--- config.mk ---
export PLATFORM = sky130hd
export DESIGN_NAME = mbf_cfg
export DESIGN_NICKNAME = d
export VERILOG_FILES = /design/src/hdl/mbf_pkg.sv /design/src/hdl/mbf_cfg.sv
export SDC_FILE = /design/constraint.sdc
export NUM_CORES = 1
export LEC_CHECK = 0
export ABC_CLOCK_PERIOD_IN_PS = 1900
export BUFFER_PORTS_ARGS = -buffer_cell sky130_fd_sc_hd__clkbuf_2
export CELL_PAD_IN_SITES_DETAIL_PLACEMENT = 1
export CELL_PAD_IN_SITES_GLOBAL_PLACEMENT = 1
export CORE_UTILIZATION = 34
export CTS_CLUSTER_DIAMETER = 150
export DETAILED_ROUTE_END_ITERATION = 6
export HOLD_SLACK_MARGIN = 0.02
export PLACE_DENSITY_LB_ADDON = 0.1
export SYNTH_ARGS = -nofsm -noshare
export SYNTH_HDL_FRONTEND = slang
export SYNTH_SLANG_ARGS = --single-unit
--- constraint.sdc ---
create_clock -name clock -period 1.9 [get_ports clock]
set_clock_uncertainty 0.15 [all_clocks]
set_input_delay 0.38 -clock clock [delete_from_list [all_inputs] [get_ports clock]]
set_output_delay 0.38 -clock clock [all_outputs]
set_load 0.03 [all_outputs]
--- src/hdl/mbf_pkg.sv ---
`timescale 1ns / 1ps

package mbf_pkg;

   localparam int MAX_WIDTH_DEF  = 1024;
   localparam int MAX_HEIGHT_DEF = 1024;
   localparam int MAX_LEVELS_DEF = 11;

   localparam int NUM_CH  = 4;
   localparam int CH_W    = 8;
   localparam int PAIR_W  = 9;   // sum of two pixels
   localparam int BLOCK_W = 10;  // sum of up to four pixels

   localparam int CSR_INDEX_W = 8;
   localparam int CSR_DATA_W  = 11;

   localparam logic [CH_W-1:0] ALPHA_OPAQUE = 8'd255;
   localparam logic [10:0]     WIDTH_RST    = 11'd1024;
   localparam logic [10:0]     HEIGHT_RST   = 11'd1024;
   localparam logic [3:0]      LEVELS_RST   = 4'd11;

   typedef enum logic [CSR_INDEX_W-1:0] {
      CSR_IMAGE_WIDTH   = 8'd0,
      CSR_IMAGE_HEIGHT  = 8'd1,
      CSR_LEVEL_COUNT   = 8'd2,
      CSR_THREE_CHANNEL = 8'd3
   } csr_index_type;

   typedef enum logic {
      SEQ_IDLE = 1'b0,
      SEQ_EXEC = 1'b1
   } seq_state_type;

   // channel order: red, green, blue, alpha
   typedef logic [NUM_CH-1:0][CH_W-1:0]    pixel_type;
   typedef logic [NUM_CH-1:0][PAIR_W-1:0]  pair_type;
   typedef logic [NUM_CH-1:0][BLOCK_W-1:0] block_type;

   typedef struct packed {
      logic [7:0] red_in;
      logic [7:0] green_in;
      logic [7:0] blue_in;
      logic [7:0] alpha_in;
   } req_type;

   typedef struct packed {
      logic [3:0] level;
      logic [9:0] col;
      logic [9:0] row;
      logic [7:0] red_out;
      logic [7:0] green_out;
      logic [7:0] blue_out;
      logic [7:0] alpha_out;
      logic       last_of_item;
      logic       image_done;
   } rsp_type;

   typedef struct packed {
      logic [10:0] image_width;
      logic [10:0] image_height;
      logic [3:0]  level_count;
      logic        three_channel_mode;
      logic        restart;
   } cfg_type;

endpackage

--- src/hdl/mbf_cfg.sv ---
`timescale 1ns / 1ps

module mbf_cfg (
   input  logic                               clock,
   input  logic                               reset,
   input  logic                               csr_valid,
   output logic                               csr_ready,
   input  logic [mbf_pkg::CSR_INDEX_W-1:0]    csr_index,
   input  logic [mbf_pkg::CSR_DATA_W-1:0]     csr_data,
   output mbf_pkg::cfg_type                   cfg
);

   logic [10:0] width_ff, width_in;
   logic [10:0] height_ff, height_in;
   logic [3:0]  levels_ff, levels_in;
   logic        three_ch_ff, three_ch_in;
   logic        wr;
   logic        restart;

   assign csr_ready = 1'b1;
   assign wr        = csr_valid && csr_ready;

   always_comb begin
      width_in    = width_ff;
      height_in   = height_ff;
      levels_in   = levels_ff;
      three_ch_in = three_ch_ff;
      restart     = 1'b0;
      if (wr) begin
         unique case (csr_index)
            mbf_pkg::CSR_IMAGE_WIDTH: begin
               width_in = csr_data[10:0];
               restart  = 1'b1;
            end
            mbf_pkg::CSR_IMAGE_HEIGHT: begin
               height_in = csr_data[10:0];
               restart   = 1'b1;
            end
            mbf_pkg::CSR_LEVEL_COUNT: begin
               levels_in = csr_data[3:0];
               restart   = 1'b1;
            end
            mbf_pkg::CSR_THREE_CHANNEL: begin
               three_ch_in = csr_data[0];
               restart     = 1'b1;
            end
            default: ;
         endcase
      end
   end

   always_ff @(posedge clock) begin
      if (reset) begin
         width_ff    <= mbf_pkg::WIDTH_RST;
         height_ff   <= mbf_pkg::HEIGHT_RST;
         levels_ff   <= mbf_pkg::LEVELS_RST;
         three_ch_ff <= 1'b0;
      end else begin
         width_ff    <= width_in;
         height_ff   <= height_in;
         levels_ff   <= levels_in;
         three_ch_ff <= three_ch_in;
      end
   end

   assign cfg.image_width        = width_ff;
   assign cfg.image_height       = height_ff;
   assign cfg.level_count        = levels_ff;
   assign cfg.three_channel_mode = three_ch_ff;
   assign cfg.restart            = restart;

endmodule

# ---- Word-level counts from Yosys, hierarchy flattened
# Index checks and enable logic that the tools add are counted.
# Widths: inputs -> output; s select.
dict set report totals {
  mem_bits_rw 0
  mem_count 0
  out_inout_bits 29
  input_bits 22
  reg_bits 27
  romBits 0
  latch_bits 0
}
dict set report op_classes {
  div 0
  order_cmp 0
  shifts 0
  n_addsub 0
  n_mux 2
  n_reduce_logical 6
  mul 0
  n_eq_ne 3
  n_bitwise 0
}
# operator count
set ops {}
lappend ops {{$eq 8x2->1 const B} 2}
lappend ops {{$eq 8x1->1 const B} 1}
lappend ops {{$logic_not 8->1} 1}
lappend ops {{$reduce_and 2->1} 4}
lappend ops {{$reduce_or 4->1} 1}
lappend ops {{$mux 1} 2}

# ---- Logic depth before layout (Yosys ltp)
dict set report logic_depth {
  depth_word 4
  ltp_mapped 4
  ltp_nobuf 3
}

# ---- Worst setup path before layout
# OpenSTA, ideal clock, no wires.
dict set report synth_timing {
  path_type {input -> output}
  from {input port csr_index[5] (netlist name)}
  to {output port cfg[0] (netlist name)}
  n_path_buf 1
  path_slack_ns 0.355
  t_arrival_ns 1.015
  cell_stages 3
  required_time_ns 1.370
  path_cell_list {nor3_1 and2_1 buf_4}
}
dict set report synth_via {
  elab_chain_len 4
}
# item line
set synth_rtl {}
lappend synth_rtl {{start, declared} mbf_cfg.sv:8} ;# input logic [mbf_pkg::CSR_INDEX_W-1:0] csr_index,
lappend synth_rtl {{$eq 8x2->1, or another cell as far along} mbf_cfg.sv:30} ;# unique case (csr_index)
lappend synth_rtl {{$reduce_or 4->1 (no source line) *} -}
lappend synth_rtl {{$mux 1 *} mbf_cfg.sv:30}
lappend synth_rtl {{$mux 1 *} mbf_cfg.sv:29} ;# if (wr) begin
lappend synth_rtl {{end, declared} mbf_cfg.sv:10} ;# output mbf_pkg::cfg_type cfg
# Mark *: on every way between the ends. The rest lies on a longest branch, timed or not.

==> flow_metrics.tcl <==
set metrics [dict create \
    grt_max_degree 42 \
    p_leak_nw 0.725 \
    cts.repair.resized 0 \
    clkLatencyLatePin_ns 0.31 \
    worstSetupPathType "in -> out" \
    drv_slew 0 \
    critPathTopFamily "simple AND/OR/NAND/NOR gates" \
    grt_pass1_vias 920 \
    hp-start "csr_data[5]" \
    ant_nets 0 \
    rr_worst_depth 2 \
    crit_path_start_kind "input port" \
    cp.depth 4 \
    globalplace.congestion 0.619 \
    area_growth_pct 25.3 \
    hold_buffers 0 \
    drtIter0Drc 15 \
    crit_top_cell "clkbuf_2" \
    die-area_sq_um 3700 \
    dr.pass1.iters 4 \
    cp_slowest_cell "nor3_1" \
    layout-drive-gt1-share 0.348 \
    clk_pin_slew_ns 0.14 \
    numCtsBuffers 3 \
    tightest_slew_ns 0.607 \
    num_vias 954 \
    drt-total-wl_mm 2.71 \
    end_kind "output pin" \
    rsz0062_at_grt "no" \
    route.detailed.drc 0 \
    cts_tree "yes" \
    reg2reg_slack_ns 1.09 \
    portBuffers 49 \
    max_slew_margin 0.596 \
    die_h_microns 60.8 \
    vdd_drop_max_mv 0.252 \
    antenna_cells 0 \
    wl_met1_mm 1.09 \
    hold_end "height_ff[5]" \
    io_pins 51 \
    htree_levels 1 \
    netlist_area_sq_um 1180 \
    holdWs_ns 0.169 \
    finalSetupTns_ns 0 \
    critical_path_buf_inv_count 2 \
    setup_viol 0 \
    finalCritPeriodShare 0.977 \
    hold-path-cell-count 3 \
    dp.cells 198 \
    crit_arrival_ns 1.33 \
    clk_path_buf_depth 2 \
    crit_fanout 5 \
    crit_required_ns 1.37 \
    viasPerCell 4.72 \
    post_cts_buffers 0 \
    cap_violations 0 \
    grt_antenna_before_repair 0 \
    finalHoldViolations 0 \
    critPathLaunch "csr_index[5]" \
    grt_pass1_wl_mm 4.24 \
    highest_layer "met4" \
    initial_core_util 0.370 \
    yosysWarnings 0 \
    final_cells 202 \
    ys_seq_elements 27 \
    dieWidth_microns 60.8 \
    place_hpwl_mm 2.01 \
    grt_overflow_total 0 \
    cts_root_buf "clkbuf_4" \
    dr_wl_met2_mm 1.45 \
    met3_wirelength_microns 136 \
    r2r_start "levels_ff[0]" \
    wl_per_cell_microns 13.4 \
    rows 20 \
    ys_types 14 \
    core_sq_um 3180 \
    postLayoutCoreUtil 0.464 \
    synth_cells 112 \
    fmax_mhz 539 \
    fin_nets 181 \
    ys_seq_area_frac 0.460 \
    grtUsageTotal 0.164 \
    worstReg2RegEnd "levels_ff[0]" \
    path_cells "clkbuf_2, nor3_1, and2_1, clkbuf_2" \
    status "finished, final reports clean" \
    worst_path_largest_cell_delay_ns 0.46 \
    syn-num-nets 134 \
    postSynthAreaPerCell_sq_um 10.5 \
    hold_path_class "in -> reg" \
    period_needed_ns 1.86 \
    clock-sinks 27 \
    p_per_area_nw_per_um2 595 \
]
kinds of logic (layout without fill, tap and decap cells):
logic type	Yosys count	count (layout)	share of synthesized area
mux	27	27	0.230
flops	27	27	0.460
other cells	1	1	0.00319
buf+inv	9	55	0.0479
simple gates	48	48	0.260
power breakdown:
part | leakage, nW | internal [W] | switching [W]
Sequential | 0.218 | 0.000567 | 0.000000380
Combinational | 0.492 | 0.0000344 | 0.0000343
Clock | 0.0150 | 0.0000821 | 0.000159
through the flow:
| step | total power, W | setup slack, ns | cell area [sq um] |
|---|---|---|---|
| floorplan | 0.000619 | 0.355 | 1180 |
| global placement | 0.000646 | 0.182 | 1450 |
| detailed placement | 0.000649 | 0.0593 | 1450 |
| CTS | 0.000897 | 0.0692 | 1470 |
| global route | 0.000917 | 0.0214 | 1470 |
| finish | 0.000877 | 0.0436 | 1470 |
worst reg2reg max path, cell delays in order, from the launching register on:
cell     delay (ns)
dfxtp_1        0.37
nor2_1         0.05
mux2i_1        0.17
synth_stat cells, drive strengths merged:
cell	n	share of area
clkbuf	4	0.013
and4bb	1	0.011
nand4	1	0.0053
dfxtp	27	0.46
nand2b	32	0.17
buf	5	0.035
nor2	9	0.029
nor4b	1	0.020
nand4b	2	0.015
mux2i	27	0.23
conb	1	0.0032
and2	1	0.0053
nor3	1	0.0043
placed cells by master, fill, tap and decap left out:
master / Yosys / routed
and2_1: 1 / 1
and4bb_1: 1 / 1
buf_12: 0 / 1
buf_4: 4 / 1
clkbuf_1: 4 / 1
clkbuf_2: 0 / 49
clkbuf_4: 0 / 3
conb_1: 1 / 1
dfxtp_1: 27 / 27
mux2i_1: 27 / 27
nand2b_1: 32 / 32
nand4_1: 1 / 1
nand4b_1: 2 / 2
nor2_1: 9 / 9
nor3_1: 1 / 1
nor4b_4: 1 / 1
worst max-delay path by stage:
| stage | endpoint | slack (ns) |
|---|---|---|
| 6_report | cfg[0] | 0.04 |
| 5_1_grt | cfg[0] | 0.02 |
| 2_1_floorplan | cfg[0] | 0.36 |
| 3_3_place_gp | cfg[0] | 0.18 |
| 4_1_cts | cfg[0] | 0.07 |
| 3_5_place_dp | width_ff[10] | 0.06 |
per-layer routing:
metal / global-route usage / vias up
met5: 0 / -
met4: 0.0779 / 0
met3: 0.0384 / 4
met2: 0.312 / 27
met1: 0.167 / 466
li1: - / 457
state kept, by name, summed over array words and instances (netlist names):
name         flops
height_ff       11
levels_ff        4
three_ch_ff      1
width_ff        11
final cells by class:
| cell class | instances | area [sq um] |
|---|---|---|
| clock buffer | 4 | 26.3 |
| multi-input combinational | 76 | 579 |
| fill | 386 | 1700 |
| timing repair buffer | 51 | 273 |
| tap | 44 | 55.1 |
| sequential | 27 | 541 |
(Power assumes the default switching activity.)
