**src/hdl/mbf_pkg.sv**
```systemverilog
`timescale 1ns / 1ps

package mbf_pkg;

   localparam int MAX_WIDTH_DEF  = 1024;
   localparam int MAX_HEIGHT_DEF = 1024;
   localparam int MAX_LEVELS_DEF = 11;

   localparam int NUM_CH  = 4;
   localparam int CH_W    = 8;
   localparam int PAIR_W  = 9;   // sum of two pixels
   localparam int BLOCK_W = 10;  // sum of up to four pixels

   localparam int CSR_INDEX_W = 8;
   localparam int CSR_DATA_W  = 11;

   localparam logic [CH_W-1:0] ALPHA_OPAQUE = 8'd255;
   localparam logic [10:0]     WIDTH_RST    = 11'd1024;
   localparam logic [10:0]     HEIGHT_RST   = 11'd1024;
   localparam logic [3:0]      LEVELS_RST   = 4'd11;

   typedef enum logic [CSR_INDEX_W-1:0] {
      CSR_IMAGE_WIDTH   = 8'd0,
      CSR_IMAGE_HEIGHT  = 8'd1,
      CSR_LEVEL_COUNT   = 8'd2,
      CSR_THREE_CHANNEL = 8'd3
   } csr_index_type;

   typedef enum logic {
      SEQ_IDLE = 1'b0,
      SEQ_EXEC = 1'b1
   } seq_state_type;

   // channel order: red, green, blue, alpha
   typedef logic [NUM_CH-1:0][CH_W-1:0]    pixel_type;
   typedef logic [NUM_CH-1:0][PAIR_W-1:0]  pair_type;
   typedef logic [NUM_CH-1:0][BLOCK_W-1:0] block_type;

   typedef struct packed {
      logic [7:0] red_in;
      logic [7:0] green_in;
      logic [7:0] blue_in;
      logic [7:0] alpha_in;
   } req_type;

   typedef struct packed {
      logic [3:0] level;
      logic [9:0] col;
      logic [9:0] row;
      logic [7:0] red_out;
      logic [7:0] green_out;
      logic [7:0] blue_out;
      logic [7:0] alpha_out;
      logic       last_of_item;
      logic       image_done;
   } rsp_type;

   typedef struct packed {
      logic [10:0] image_width;
      logic [10:0] image_height;
      logic [3:0]  level_count;
      logic        three_channel_mode;
      logic        restart;
   } cfg_type;

endpackage

```
**src/hdl/mbf_rsp.sv**
```systemverilog
`timescale 1ns / 1ps

module mbf_rsp (
   input  logic              clock,
   input  logic              reset,
   input  logic              ld_valid,
   input  mbf_pkg::rsp_type  ld_data,
   output logic              slot_free,
   output logic              rsp_valid,
   input  logic              rsp_ready,
   output mbf_pkg::rsp_type  rsp_data
);

   logic             valid_ff, valid_in;
   mbf_pkg::rsp_type data_ff;

   assign slot_free = !valid_ff || rsp_ready;

   always_comb begin
      valid_in = valid_ff;
      if (ld_valid) valid_in = 1'b1;
      else if (rsp_ready) valid_in = 1'b0;
   end

   always_ff @(posedge clock) begin
      if (reset) valid_ff <= 1'b0;
      else valid_ff <= valid_in;
   end

   // hold the beat until taken
   always_ff @(posedge clock) begin
      if (ld_valid) data_ff <= ld_data;
   end

   assign rsp_valid = valid_ff;
   assign rsp_data  = data_ff;

endmodule

```
**config.mk**
```make
export PLATFORM = sky130hd
export DESIGN_NAME = mbf_rsp
export DESIGN_NICKNAME = d
export VERILOG_FILES = /design/src/hdl/mbf_pkg.sv /design/src/hdl/mbf_rsp.sv
export SDC_FILE = /design/constraint.sdc
export NUM_CORES = 1
export LEC_CHECK = 0
export BUFFER_PORTS_ARGS = -buffer_cell sky130_fd_sc_hd__buf_2
export CORE_MARGIN = 5
export CORE_UTILIZATION = 40
export CTS_CLUSTER_SIZE = 12
export DETAILED_ROUTE_END_ITERATION = 16
export PLACE_DENSITY = 0.79
export SLEW_MARGIN = 40
export SYNTH_ARGS = -nofsm -noshare
export SYNTH_HDL_FRONTEND = slang
export SYNTH_SLANG_ARGS = --single-unit
```
**constraint.sdc**
```tcl
create_clock -name clock -period 1 [get_ports clock]
set_clock_uncertainty 0.15 [all_clocks]
set_input_delay 0.05 -clock clock [delete_from_list [all_inputs] [get_ports clock]]
set_output_delay 0.05 -clock clock [all_outputs]
set_load 0.01 [all_outputs]
```
Yosys cells after proc, flatten, opt, wreduce, memory -nomap -nowiden
Index checks and enable logic that the tools add are counted.

word-level totals
  input bits = 62
  word-level logic and storage cells = 15
  bits in registers = 59
  output and inout port bits = 60

operators by class
  multiplexer cells = 2
  reductions and logical operators = 3

operator list
  kind                number
  2-to-1 mux 1 bit    2
  nonzero test 2 bit  1
  logical NOT 1 bit   1
  logical OR 1 bit    1

Longest topological paths before layout
Gate-level depths: netlist of run 1.

  depth after elaboration = 2
  mapped depth = 2
  gate-level depth less buffers = 2

Worst setup path before layout of run 1
Ideal clock, no wire load.

  path type = register to register
  from = register rsp_valid (netlist name)
  to = register valid_ff (netlist: rsp_valid)
  setup time = 66 ps
  cell stages (with the launch flop) = 3
  path buffers = 0
  slack = 187 ps
  required time = 784 ps
  data arrival time = 597 ps
  clock period less this slack = 813 ps
  path through = dfxtp_1 > nand2b_4 > a21oi_2

RTL lines
  what                  line           source
  to (signal assigned)  mbf_rsp.sv:27  else valid_ff <= valid_in;
  to (decl)             mbf_rsp.sv:14  logic valid_ff, valid_in;

Worst setup path in the final report of run 1
  from = register data_ff, in the netlist rsp_data[1]
  to = output rsp_data[1] in the netlist's numbering

RTL lines
  what                    line           source
  from (decl)             mbf_rsp.sv:15  mbf_pkg::rsp_type data_ff;
  from (signal assigned)  mbf_rsp.sv:32  if (ld_valid) data_ff <= ld_data;
  to (decl)               mbf_rsp.sv:11  output mbf_pkg::rsp_type rsp_data

No word-level cell between the ends.

==> impl_summary.txt, run 1 <==
----------------------------------------------------
[Outcome]
  Status ... finished with violations
  Violated checks ... negative hold slack, negative setup slack

[Timing]
  Worst Hold Margin ... -52.4 ps
  Highest attainable clock frequency ... 891 MHz
  # setup viols final ... 60
  Actual transition at the worst max-transition pin ... 159 ps
  RSZ-0062 raised after global routing ... yes
  Time the worst path needs with I/O delays and setup ... 1120 ps
  Worst relative slew slack ... 89.4%
  Post-route fraction of the period consumed by the critical path ... 112%
  Final hold vios ... 1
  Final count of pins violating max slew ... 0
  Least setup slack across all paths after layout ... -122 ps
  Accumulated negative setup slack ... -2800 ps

[Placed design]
  Routability-driven placement congestion ratio ... 0.710
  Area of placed instances ... 2500 um^2
  Total of buffers placed on input and output ports ... 121

[Worst setup path]
  Worst setup slack for register-to-register paths ... 110 ps
  Critical Path Fanout Max ... 1
  Reg2reg end ... rsp_valid
  Startpoint type of the worst setup path ... register
  Worst Path Required ... 800 ps
  Worst-path cell chain ... buf_2
  Worst setup path category ... reg2out
  Cell family with the largest share of critical-path delay ... flip-flops
  Highest-delay cell along the critical path ... edfxtp_1
  Kind of end point of the critical path ... output port
  Arrival time at the worst endpoint ... 920 ps
  RR Startpoint ... rsp_valid
  R2R cell count ... 3
  Longest individual stage delay on the worst path ... 420 ps
  Launching element of the worst setup path ... rsp_data[1]
  Buffers and inverters on the worst path ... 1

[Clocking]
  # clock sinks ... 59
  Level count of the clock H-tree ... 3
  CTS hold repair buffers ... 59
  Clk Latency, worst-skew pair ... 330 ps
  Number of CTS-inserted buffers ... 9
  Root buf cell ... clkbuf_8
  Clock transition time at the flip-flop clock pins of the worst setup and hold paths ... 70 ps
  CTS tree ... yes
  Maximum number of buffers from clock root to sink ... 2

[Die]
  Starting density of the core ... 41.1%
  Core Box Area ... 4350 um^2
  Top-Level Pins ... 122
  Area of the die ... 5910 um^2
  Height of the die ... 76.9 um
  Site Rows ... 24
  X dimension of the die ... 76.9 um

[Drt]
  Routed len/inst ... 19.8 um
  Vias per cell ... 4.45
  Post-route DRC violation count ... 0
  Via count ... 1393
  Number of search-and-repair iterations in the first detailed-routing pass ... 4
  DRT iter0 DRCs ... 95
  Wire length after detailed routing ... 6.19 mm
  Detail Route Antenna Nets ... 0

[Min path]
  Hold WC Path Type ... in2reg
  Hold wc startpoint ... rsp_ready
  Hold Crit Depth ... 4
  Worst Hold Endpoint ... rsp_valid

[Logic synthesis]
  Post-synthesis register bit count ... 59
  Average instance area after synthesis ... 28.8 um^2
  Synthesized area ... 1790 um^2
  Synthesis Warnings ... 0
  Proportion of synthesized chip area in sequential cells ... 98.5%
  Library cells used by synthesis ... 5
  Synth Instances ... 62
  Net count after synthesis ... 124

[Power and ir drop]
  Net load switching power ... 1.30 mW
  Share of total power consumed by net switching ... 20.7%
  Combinational power share ... 11.5%
  Power after layout ... 6.27 mW
  Worst voltage drop across the vdd grid ... 1340 uV
  Clock network fraction of design power ... 40.7%
  Internal portion of total power ... 4.97 mW
  PD cells ... 1860 nW/um^2
  Static Leakage ... 1.47 nW
  Seq pwr share ... 47.8%

[Final layout]
  Cell area after layout ... 3380 um^2
  Number of nets at the end of the flow ... 318
  Final Core Density ... 77.5%
  Antenna diode instance count ... 0
  Area growth from synthesis to layout ... 88.8%
  Share of layout cells above drive strength 1 ... 54.0%
  Total of fill cells in the finished design ... 226

[GRT]
  Maximum number of pins on one net before global-route repair ... 31
  Combined global-route utilization of all metal layers ... 21.3%
  Global-route wire length before repair ... 9.17 mm
  GRT Residual Overflow ... 0
  Number of global-route vias before repair ... 1682
  Antenna violations before repair ... 0

[Flow run]
  Number of max-cap violations ... 0

----------------------------------------------------
placed cells by master (no fill, tap or decap), types with 2 or more instances in the layout:
cell,synthesis,final
buf_6,0,7
dlygate4sd3_1,0,59
buf_2,0,114
buf_12,0,2
edfxtp_1,58,58
bufinv_16,0,3
clkbuf_8,0,9
clkinv_2,0,2
worst min-delay path: cells and delay by family:
kind                   cells  cell delay [ps]
AND/OR/NAND/NOR            1              120
buffers and inverters      2              180
AO/OA/AOI/OAI              1               40
final cells by class:
type	instances	area [um^2]	area share, %
sequential	59	1770	52.3
timing repair buffer	183	1290	38.1
multi-input combinational	2	22.5	0.667
tap	52	65.1	1.93
clock inverter	6	104	3.08
inverter	1	3.75	0.111
clock buffer	10	128	3.78
power groups by stage:
stage / Combinational [mW] / Clock [mW] / Sequential (mW)
2_1_floorplan: 0.00823 / 0 / 3.15
3_3_place_gp: 0.482 / 0 / 3.02
3_5_place_dp: 0.494 / 0 / 3.03
4_1_cts: 0.680 / 2.55 / 2.98
5_1_grt: 0.773 / 2.72 / 3.01
6_report: 0.723 / 2.55 / 3.00
how the worst max path moves through the flow:
stage	endpoint	slack [ps]	depth (start not counted)
6_report	rsp_data[1]	-120	1
4_1_cts	rsp_data[1]	-100	1
2_1_floorplan	rsp_valid	190	2
3_3_place_gp	rsp_data[40]	150	2
5_1_grt	rsp_data[1]	-180	1
3_5_place_dp	rsp_data[56]	130	2
metrics by stage:
stage          worst slack (ps)  instances
2_1_floorplan               187         62
3_3_place_gp                152        237
3_5_place_dp                131        237
4_1_cts                    -100        312
5_1_grt                    -178        313
6_report                   -122        313
logic make-up (layout without fill, tap and decap cells):
kind of cell,count (synthesis),in the layout,synth area share (%)
DFF,59,59,98.5
AOI/OAI and AO/OA,1,1,0.490
and+or+nand+nor,1,1,0.770
buffers and inverters,1,200,0.210
synth_stat cells:
| cell | count | area share [%] |
|---|---|---|
| nand2b_4 | 1 | 0.77 |
| a21oi_2 | 1 | 0.49 |
| dfxtp_1 | 1 | 1.1 |
| inv_1 | 1 | 0.21 |
| edfxtp_1 | 58 | 97 |
metal layers:
layer  wire (um)  up-vias  GRT usage, %
met2        3300       95          36.6
met1        2080      652          21.3
met3         734        8          11.8
met4          73        0          8.22
li1            -      638             -
met5           0        -             0
state kept, by name (all words and copies together) (netlist names):
name,flops
rsp_data,58
rsp_valid,1
timing repair:
action,in CTS,in global routing
endpoints found under the setup margin,60,60
endpoints found under the hold margin,59,1
pin swaps,0,0
resized for setup,3,7
setup buffers,0,1
gates cloned,0,0
No activity file was read; power rests on OpenSTA's default activity.
==> run 2: changes to the inputs <==
--- a/config.mk
+++ b/config.mk
@@ -5,6 +5,7 @@
 export SDC_FILE = /design/constraint.sdc
 export NUM_CORES = 1
 export LEC_CHECK = 0
+export ABC_AREA = 1
 export BUFFER_PORTS_ARGS = -buffer_cell sky130_fd_sc_hd__buf_2
 export CORE_MARGIN = 5
 export CORE_UTILIZATION = 40
==> run 2 against run 1 <==
Against the previous run:
- the flow still finishes with violations (negative hold slack, negative setup slack)
- non-clock buffer count is the same
- critical path depth is the same
- final cell count grew 0.32%
- final area shrank 0.41%
- utilization shrank 0.32 points
- global-route usage shrank 0.62 points
- combinational power is essentially flat
- count of clock-buffer cells in the layout is the same
- setup slack lost 8.0 ps
- power grew 1.2%
- clock power grew 3%
- largest cell class unchanged
==> impl_summary.txt, run 2 <==
----------------------------------------------------
[Outcome]
  Status ... finished with violations
  Violated checks ... negative hold slack, negative setup slack

[Worst setup path]
  Longest individual stage delay on the worst path ... 430 ps
  Startpoint type of the worst setup path ... register
  Cell family with the largest share of critical-path delay ... flip-flops
  Worst setup path category ... reg2out
  Arrival time at the worst endpoint ... 930 ps
  Reg2reg end ... rsp_valid
  Worst Path Required ... 800 ps
  R2R cell count ... 3
  Buffers and inverters on the worst path ... 1
  Worst setup slack for register-to-register paths ... 120 ps
  Highest-delay cell along the critical path ... edfxtp_1
  RR Startpoint ... rsp_valid
  Worst-path cell chain ... buf_6
  Critical Path Fanout Max ... 1
  Kind of end point of the critical path ... output port

[Clocking]
  CTS tree ... yes
  # clock sinks ... 59
  Clock transition time at the flip-flop clock pins of the worst setup and hold paths ... 70 ps
  CTS hold repair buffers ... 59
  Root buf cell ... clkbuf_8
  Level count of the clock H-tree ... 3
  Clk Latency, worst-skew pair ... 340 ps
  Maximum number of buffers from clock root to sink ... 2
  Number of CTS-inserted buffers ... 9

[GRT]
  Maximum number of pins on one net before global-route repair ... 34
  Global-route wire length before repair ... 8.99 mm
  GRT Residual Overflow ... 0
  Combined global-route utilization of all metal layers ... 20.7%
  Antenna violations before repair ... 0
  Number of global-route vias before repair ... 1668

[Logic synthesis]
  Share of flip-flops with an asynchronous set or reset ... 0%
  Mux cell area share after synthesis ... 0%
  Area fraction of the dominant cell type after synthesis ... 97.6%
  Post-synth EDFFs ... 58
  Proportion of synthesized chip area in sequential cells ... 98.7%
  Synth top cells by count ... edfxtp_1, inv_1, a21oi_2, dfxtp_1, nand2_2
  Most common flop cell mapped by yosys ... edfxtp_1
  Synthesis Warnings ... 0
  Combinational family with the most area after synthesis ... compound AO/OA/AOI/OAI gates
  Net count after synthesis ... 125
  Synth Instances ... 63
  Synth Area in Compound Gates ... 0.491%
  Adder-cell area share of the yosys netlist ... 0%
  Library cells used by synthesis ... 5
  Synthesized area ... 1780 um^2
  Xor and xnor fraction of the mapped netlist area ... 0%
  Simple-gate share of the synthesized area ... 0.351%
  Average instance area after synthesis ... 28.3 um^2
  Leading cell types by total area after synthesis ... edfxtp_1, dfxtp_1, a21oi_2
  Dominant cell by count in the synthesized netlist ... edfxtp_1
  Library cell occupying the most area in the post-synthesis netlist ... edfxtp_1
  Post-synthesis register bit count ... 59

[Die]
  X dimension of the die ... 76.8 um
  Height of the die ... 76.8 um
  Area of the die ... 5900 um^2
  Core Box Area ... 4350 um^2
  Starting density of the core ... 41.0%
  Site Rows ... 24
  Top-Level Pins ... 122

[Power and ir drop]
  Static Leakage ... 1.47 nW
  Worst voltage drop across the vdd grid ... 1400 uV
  PD cells ... 1890 nW/um^2
  Power after layout ... 6.34 mW

[Drt]
  Post-route DRC violation count ... 0
  Via count ... 1467
  Detail Route Antenna Nets ... 0
  Wire length after detailed routing ... 6.56 mm
  DRT iter0 DRCs ... 85
  Vias per cell ... 4.67
  Routed len/inst ... 20.9 um
  Number of search-and-repair iterations in the first detailed-routing pass ... 5

[Timing]
  RSZ-0062 raised after global routing ... yes
  Post-route fraction of the period consumed by the critical path ... 113%
  Worst Hold Margin ... -20.6 ps
  Actual transition at the worst max-transition pin ... 177 ps
  Worst relative slew slack ... 88.2%
  Highest attainable clock frequency ... 885 MHz
  # setup viols final ... 60
  Final hold vios ... 1
  Final count of pins violating max slew ... 0
  Least setup slack across all paths after layout ... -130 ps
  Time the worst path needs with I/O delays and setup ... 1130 ps

[Final layout]
  Multi-input logic area ... 20.0 um^2
  Most frequent standard cell in the layout excluding fill and tap cells ... buf_2
  Total of fill cells in the finished design ... 221
  Storage element area ... 1760 um^2
  Number of flip-flops in the largest register ... 58
  Antenna diode instance count ... 0
  Commonest non-fill, non-tap cells in the layout ... buf_2, dlygate4sd3_1, edfxtp_1, clkbuf_8, buf_6
  Number of nets at the end of the flow ... 319
  Share of layout cells above drive strength 1 ... 53.8%
  Area growth from synthesis to layout ... 88.4%

[Min path]
  Hold WC Path Type ... in2reg
  Hold Crit Depth ... 5
  Worst Hold Endpoint ... rsp_valid
  Hold wc startpoint ... rsp_ready

[Placed design]
  Routability-driven placement congestion ratio ... 0.704
  Half-perimeter wire length of the detailed placement result ... 3.35 mm
  Total of buffers placed on input and output ports ... 121

[Flow run]
  Number of max-cap violations ... 0

----------------------------------------------------
## run 2: how the worst max path moves through the flow
stage | start | to | slack (ps) | cells after the start
floorplan | rsp_valid | rsp_valid | 210 | 2
global placement | ld_valid | rsp_data[30] | 140 | 2
detailed placement | ld_valid | rsp_data[55] | 130 | 2
CTS | rsp_data[41] | rsp_data[41] | -90 | 1
global route | rsp_data[28] | rsp_data[28] | -150 | 1
finish | rsp_data[10] | rsp_data[10] | -130 | 1
## run 2: cells by family (layout without fill, tap and decap cells)
family	Yosys count	in the layout
compound gates	1	1
buf+inv	2	201
simple gates	1	1
flops	59	59
## run 2: routing by layer
layer	share of wire (%)	track usage (%)	wire length, um
met5	0	0	0
met1	35	21.7	2330
met4	1.5	8.92	99
met3	13	10.7	824
met2	50	34.6	3310
## run 2: cell type report
class	count	area share, %
tap	52	1.94
timing repair buffer	183	37.9
inverter	2	0.223
clock buffer	10	3.80
multi-input combinational	2	0.595
sequential	59	52.4
clock inverter	6	3.09
## run 2: timing repair
action	4_1_cts	5_1_grt
gates resized for setup	2	7
endpoints found under the setup margin	60	60
pin swaps	1	0
buffers inserted	0	1
hold endpoints to repair	59	1
## run 2: where the power goes
part	total [mW]	internal (mW)	switching (mW)
clock	2.62	1.64	0.978
sequential	3.00	2.93	0.0685
combinational	0.724	0.393	0.331
total	6.34	4.97	1.38
## run 2: worst register-to-register path: stages, from the launching register on
cell and delay, ps:
dfxtp_2 360, nand2_4 50, buf_4 130, a21oi_2 110
## run 2: metrics by stage
stage                     setup slack, ps  utilization (%)  TNS, ps  std cells  area, um^2
final                                -130             77.2    -3600        314        3360
after detailed placement              129             57.3        0        238        2490
after global routing                 -154             77.2    -5630        314        3360
after floorplan                       213                -        0         63        1780
after global placement                138             57.3        0        238        2490
after CTS                           -85.7             76.4    -2620        313        3320
